--- config.mk ---
export PLATFORM = sky130hd
export DESIGN_NAME = qvr_div_lane
export DESIGN_NICKNAME = d
export VERILOG_FILES = /design/src/rtl/core/quaternion_vector_rotation_macros.svh /design/src/rtl/core/qvr_pkg.sv /design/src/rtl/core/qvr_div_lane.sv
export SDC_FILE = /design/constraint.sdc
export NUM_CORES = 2
export LEC_CHECK = 0
export BUFFER_PORTS_ARGS = -buffer_cell sky130_fd_sc_hd__buf_2
export CAP_MARGIN = 20
export CORE_MARGIN = 1.5
export CORE_UTILIZATION = 45
export DETAILED_ROUTE_END_ITERATION = 8
export PLACE_DENSITY = 0.59
export SLEW_MARGIN = 40
export SYNTH_ARGS = -nofsm -noshare
export SYNTH_HDL_FRONTEND = slang
export SYNTH_SLANG_ARGS = --single-unit
--- constraint.sdc ---
create_clock -name clock -period 20.9 [get_ports clock]
set_clock_uncertainty 0.1 [all_clocks]
set_input_delay 1.045 -clock clock [delete_from_list [all_inputs] [get_ports clock]]
set_output_delay 1.045 -clock clock [all_outputs]
set_load 0.05 [all_outputs]
--- src/rtl/core/quaternion_vector_rotation_macros.svh ---
// Assertion macros shared by the quaternion rotation RTL.
`ifndef QUATERNION_VECTOR_ROTATION_MACROS_SVH
`define QUATERNION_VECTOR_ROTATION_MACROS_SVH

// Same-cycle implication, checked on every rising clock edge outside reset.
`define QVR_ASSERT_IMPLY(label, ante, cons) \
   label: assert property (@(posedge clock) disable iff (reset) (ante) |-> (cons)) \
      else $error("quaternion rotation check failed");

// Next-cycle implication.
`define QVR_ASSERT_NEXT(label, ante, cons) \
   label: assert property (@(posedge clock) disable iff (reset) (ante) |=> (cons)) \
      else $error("quaternion rotation check failed");

`endif

--- src/rtl/core/qvr_pkg.sv ---
// Shared constants and types of the quaternion vector rotation block.
package qvr_pkg;

   localparam int VEC_WIDTH_DEF   = 32;
   localparam int ROTOR_WIDTH_DEF = 32;
   localparam int CSR_INDEX_WIDTH = 2;

   localparam logic [CSR_INDEX_WIDTH-1:0] REG_ROTOR_W = 2'd0;
   localparam logic [CSR_INDEX_WIDTH-1:0] REG_ROTOR_X = 2'd1;
   localparam logic [CSR_INDEX_WIDTH-1:0] REG_ROTOR_Y = 2'd2;
   localparam logic [CSR_INDEX_WIDTH-1:0] REG_ROTOR_Z = 2'd3;

   typedef struct packed {
      logic busy;
      logic degenerate;
   } norm_status_type;

endpackage

--- src/rtl/core/qvr_div_lane.sv ---
// Pipelined restoring divider, one quotient bit per stage, with rounding and saturation.
module qvr_div_lane #(
   parameter int VEC_WIDTH   = qvr_pkg::VEC_WIDTH_DEF,
   parameter int ROTOR_WIDTH = qvr_pkg::ROTOR_WIDTH_DEF
) (
   input  logic                                    clock,
   input  logic                                    reset,
   input  logic                                    in_valid,
   input  logic signed [VEC_WIDTH+ROTOR_WIDTH+5:0] num,
   input  logic        [ROTOR_WIDTH:0]             den,
   output logic                                    out_valid,
   output logic signed [VEC_WIDTH-1:0]             quo
);
   localparam int NW = VEC_WIDTH + ROTOR_WIDTH + 6;
   localparam int LW = ROTOR_WIDTH + 1;
   localparam int QW = VEC_WIDTH + 1;
   localparam int HW = NW - QW;
   localparam int RW2 = QW + 1;
   localparam logic [RW2-1:0] LIM = RW2'(1) << (VEC_WIDTH - 1);

   logic [NW-1:0] mag;
   logic [HW-1:0] hi;
   logic          sat_in;

   logic          valid_ff [0:QW];
   logic [LW-1:0] rem_ff   [0:QW];
   logic [QW-1:0] low_ff   [0:QW];
   logic [QW-1:0] q_ff     [0:QW];
   logic          neg_ff   [0:QW];
   logic          sat_ff   [0:QW];

   logic [RW2-1:0]       rq;
   logic [RW2-1:0]       mag_res;
   logic signed [VEC_WIDTH-1:0] quo_in;
   logic signed [VEC_WIDTH-1:0] quo_ff;
   logic                 out_valid_ff;

   // Front stage: magnitude, and an early overflow check on the high part.
   always_comb begin
      mag    = num[NW-1] ? NW'(-num) : NW'(num);
      hi     = mag[NW-1:QW];
      sat_in = hi >= HW'(den);
   end

   always_ff @(posedge clock) begin
      if (reset) begin
         valid_ff[0] <= 1'b0;
      end else begin
         valid_ff[0] <= in_valid;
      end
   end

   always_ff @(posedge clock) begin
      rem_ff[0] <= sat_in ? '0 : hi[LW-1:0];
      low_ff[0] <= mag[QW-1:0];
      q_ff[0]   <= '0;
      neg_ff[0] <= num[NW-1];
      sat_ff[0] <= sat_in;
   end

   for (genvar k = 0; k < QW; k++) begin : g_stage
      logic [LW:0]   r2;
      logic          ge;
      logic [LW:0]   diff;

      always_comb begin
         r2   = {rem_ff[k], low_ff[k][QW-1]};
         ge   = r2 >= {1'b0, den};
         diff = r2 - {1'b0, den};
      end

      always_ff @(posedge clock) begin
         if (reset) begin
            valid_ff[k+1] <= 1'b0;
         end else begin
            valid_ff[k+1] <= valid_ff[k];
         end
      end

      always_ff @(posedge clock) begin
         rem_ff[k+1] <= ge ? diff[LW-1:0] : r2[LW-1:0];
         low_ff[k+1] <= {low_ff[k][QW-2:0], 1'b0};
         q_ff[k+1]   <= {q_ff[k][QW-2:0], ge};
         neg_ff[k+1] <= neg_ff[k];
         sat_ff[k+1] <= sat_ff[k];
      end
   end

   // Round half away from zero on the magnitude, then clamp to the signed range.
   always_comb begin
      rq = RW2'(q_ff[QW]) + RW2'({rem_ff[QW], 1'b0} >= {1'b0, den});
      if (neg_ff[QW]) begin
         mag_res = (sat_ff[QW] || rq > LIM) ? LIM : rq;
         quo_in  = VEC_WIDTH'(-mag_res);
      end else begin
         mag_res = (sat_ff[QW] || rq > LIM - 1'b1) ? LIM - 1'b1 : rq;
         quo_in  = VEC_WIDTH'(mag_res);
      end
   end

   always_ff @(posedge clock) begin
      if (reset) begin
         out_valid_ff <= 1'b0;
      end else begin
         out_valid_ff <= valid_ff[QW];
      end
   end

   always_ff @(posedge clock) begin
      quo_ff <= quo_in;
   end

   assign out_valid = out_valid_ff;
   assign quo       = quo_ff;

endmodule

==> results.json <==
{
  "status": "finished clean",
  "r2r_setup_slack_ns": 12.89,
  "post-route-period-util": 0.4238,
  "synth_edf_count": 0,
  "worstSetupPathType": "in -> reg",
  "cap_violations": 0,
  "wl_per_cell_um": 21.21,
  "numPortBuffers": 138,
  "max_stage_delay_ns": 0.67,
  "cts.path.max_buffers": 4,
  "cts_tree": "built",
  "first_global_vias": 88300,
  "coreArea_um2": 254600,
  "grt_pass1_wl_um": 515200,
  "cpMaxStageDelayCell": "a31o_2",
  "synth_cells": 12210,
  "crit_path_end": "quo[28]$_DFF_P_",
  "clock_sinks": 2379,
  "utilization": 0.5099,
  "slew_headroom": 0.3500,
  "gp_congestion": 0.9533,
  "vias_per_cell": 5.654,
  "async_flop_share": 0,
  "cts_root_buf": "clkbuf_16",
  "r2r-start": "rem_ff[33][0]$_DFF_P_",
  "hold_path_class": "reg -> reg",
  "cts_setup_buffers": 0,
  "synth_cell_types": 84,
  "die_w_um": 509.7,
  "r2r_end": "quo[28]$_DFF_P_",
  "syn_avg_cell_area_um2": 9.462,
  "vias": 90930,
  "synth_nets": 13510,
  "pwr-share-clk": 0.195,
  "drive_gt1_frac": 0.09894,
  "drtIter0Drc": 6546,
  "synth_seq_cells": 2379,
  "area_growth_pct": 12.37,
  "setup_viol": 0,
  "switching_share": 0.4058,
  "crit_path_start": "den[1]",
  "required_ns": 21.53,
  "ir_drop_mv": 0.08443,
  "seq_area_frac_synth": 0.4122,
  "cts.clk_slew.worst_paths_ns": 0.06,
  "overflow": 0,
  "cts_buffers": 268,
  "die_h_um": 509.7,
  "track_usage": 0.2546,
  "power_density_nw_per_um2": 188.8,
  "synth-main-ff-cell": "dfxtp_1",
  "drcViolationCount": 0,
  "pwr-share-comb": 0.501,
  "nets": 13790,
  "start_util": 0.4538,
  "total_power_mw": 24.52,
  "max_freq_ghz": 0.1129,
  "reg2regPathDepth": 28,
  "pin_count": 139,
  "drv_slew": 0,
  "cp_common_cell": "ha_1",
  "dp_hpwl_um": 252400,
  "grt_max_degree": 65,
  "yosys_warnings": 0,
  "ctsResizeCount": 0,
  "drt-pass1-iter-count": 7,
  "netlist_area_um2": 115500,
  "num_rows": 185,
  "hold_viol": 0,
  "antenna_found_initial": 26,
  "htreeDepth": 5,
  "setup_tns_ns": 0,
  "period_minus_slack_ns": 8.857,
  "ant_nets": 0,
  "tightest_slew_ns": 0.9648,
  "place_inst": 15590,
  "power.internal_mw": 14.57,
  "drt_wl_total_um": 341100,
  "cp-end-kind": "flop",
  "critPathMaxFanout": 27,
  "insertion_delay_ns": 0.86,
  "p_sw_mw": 9.950,
  "power_frac_seq": 0.304,
  "stdcell_count": 16080,
  "startpoint_type": "input port",
  "critPathArrivalTime_ns": 9.49,
  "rsz0062_at_grt": "false",
  "die_area_um2": 259800,
  "leakage_nw": 56.56,
  "ctsHoldBuffers": 0
}
cell usage in the layout (no fill, tap or decap), drive strengths merged, types with 35 or more instances in the layout:
cell type  Yosys  routed
nand2b       187     187
xnor2        628     628
o21ai        922     922
mux2         407     407
nand3        219     219
clkbuf       204     347
a31oi        107     107
o21a         193     193
o21bai        99      99
nor2b        220     220
nor4          57      57
mux2i         35      35
and3          91      91
and4          35      35
buf           30     245
a21oi       1070    1070
nor3         157     157
and2          39      39
nand2        982     982
a21boi        41      41
nor2         731     731
a211oi        99      99
xor2         384     384
inv          368     387
or3           63      63
nand4        151     151
o31ai         86      86
o211ai        41      41
or2           36      36
clkinv         0      56
a21o         478     478
dfxtp       2379    2379
ha          1158    1158
layer usage:
metal	share of wire	up-vias	global-route usage
met1	0.46	43110	0.3380
met4	0.048	10	0.1141
met5	0.00016	-	0
met2	0.45	2549	0.4148
li1	-	44600	-
met3	0.047	662	0.02939
worst min path at each step:
| stage | startpoint | endpoint | slack [ns] | depth (start not counted) |
|---|---|---|---|---|
| floorplan | low_ff[9][9]$_DFF_P_ | low_ff[10][10]$_DFF_P_ | 0.21 | 0 |
| global placement | q_ff[26][23]$_DFF_P_ | q_ff[27][24]$_DFF_P_ | 0.21 | 0 |
| detailed placement | low_ff[9][9]$_DFF_P_ | low_ff[10][10]$_DFF_P_ | 0.21 | 0 |
| CTS | low_ff[22][25]$_DFF_P_ | low_ff[23][26]$_DFF_P_ | 0.20 | 0 |
| global route | q_ff[23][5]$_DFF_P_ | q_ff[24][6]$_DFF_P_ | 0.20 | 0 |
| finish | low_ff[22][25]$_DFF_P_ | low_ff[23][26]$_DFF_P_ | 0.20 | 0 |
synth_stat cells, drive strengths merged (25+ instances only):
| cell type | count | area [um^2] |
|---|---|---|
| mux2i | 35 | 350.3 |
| ha | 1158 | 14490 |
| o31a | 25 | 219.0 |
| inv | 368 | 1381 |
| o21a | 193 | 1449 |
| nor3 | 157 | 797.0 |
| o21bai | 99 | 743.2 |
| o31ai | 86 | 650.6 |
| nor4 | 57 | 356.6 |
| o21ai | 922 | 4614 |
| a31oi | 107 | 669.4 |
| a21o | 478 | 3588 |
| a211oi | 99 | 743.2 |
| and2 | 39 | 244.0 |
| mux2 | 407 | 4583 |
| nand2 | 982 | 3686 |
| a21boi | 41 | 307.8 |
| o41ai | 31 | 271.5 |
| buf | 30 | 150.1 |
| xor2 | 384 | 3363 |
| a211o | 34 | 297.8 |
| o211ai | 41 | 307.8 |
| a41oi | 25 | 219.0 |
| fa | 33 | 660.6 |
| dfxtp | 2379 | 47630 |
| or2 | 36 | 225.2 |
| xnor2 | 628 | 5500 |
| nor2 | 731 | 2744 |
| and3 | 91 | 569.3 |
| and4 | 35 | 306.5 |
| a21oi | 1070 | 5355 |
| a2111oi | 34 | 297.8 |
| or3 | 63 | 404.1 |
| nand2b | 187 | 1170 |
| nand4 | 151 | 944.7 |
| nand3 | 219 | 1096 |
| clkbuf | 204 | 765.7 |
| nor2b | 220 | 1489 |
final cells by class:
type	count	area [um^2]
timing repair buffer	245	1556
multi-input combinational	9229	65980
clock buffer	347	7456
tap	3366	4212
fill	23150	124800
antenna	32	80.08
clock inverter	117	1544
inverter	368	1383
sequential	2379	47630
stage by stage:
stage | area [um^2] | hold slack (ns) | setup slack, ns
floorplan | 115500 | 0.2096 | 13.31
global placement | 120600 | 0.2097 | 10.92
detailed placement | 120700 | 0.2121 | 11.19
CTS | 129700 | 0.1959 | 12.07
global route | 129800 | 0.1974 | 11.40
finish | 129800 | 0.2018 | 12.04
power by group through the flow:
stage | clock network [mW] | registers (mW) | logic, mW
floorplan | 0 | 7.01 | 9.32
global placement | 0 | 7.53 | 11.8
detailed placement | 0 | 7.53 | 12.0
CTS | 4.90 | 7.45 | 12.2
global route | 5.07 | 7.59 | 13.6
finish | 4.78 | 7.46 | 12.3
logic make-up (layout without fill, tap and decap cells):
family	Yosys count	count (layout)	share of synthesized area
AO/OA/AOI/OAI	3528	3528	0.1897
AND/OR/NAND/NOR	3056	3056	0.1277
flip-flops	2379	2379	0.4122
adder cells (fa/ha/maj)	1191	1191	0.1311
XOR/XNOR	1012	1012	0.07672
buffers and inverters	602	1077	0.01988
multiplexers	442	442	0.04270
other	0	32	0
worst max-delay path, delay by kind of cell:
kind / cells / cell delay, ns
AND/OR/NAND/NOR: 12 / 3.36
AO/OA/AOI/OAI: 10 / 2.59
adder cells (fa/ha/maj): 4 / 1.24
buffers and inverters: 3 / 0.95
XOR/XNOR: 1 / 0.20
sequential cells by signal, indices dropped and copies added (netlist names):
name       cells
neg_ff        34
sat_ff        34
out_valid      1
valid_ff      34
rem_ff      1122
low_ff       561
quo           32
q_ff         561
Note: power is estimated with default switching activity, not from simulation.
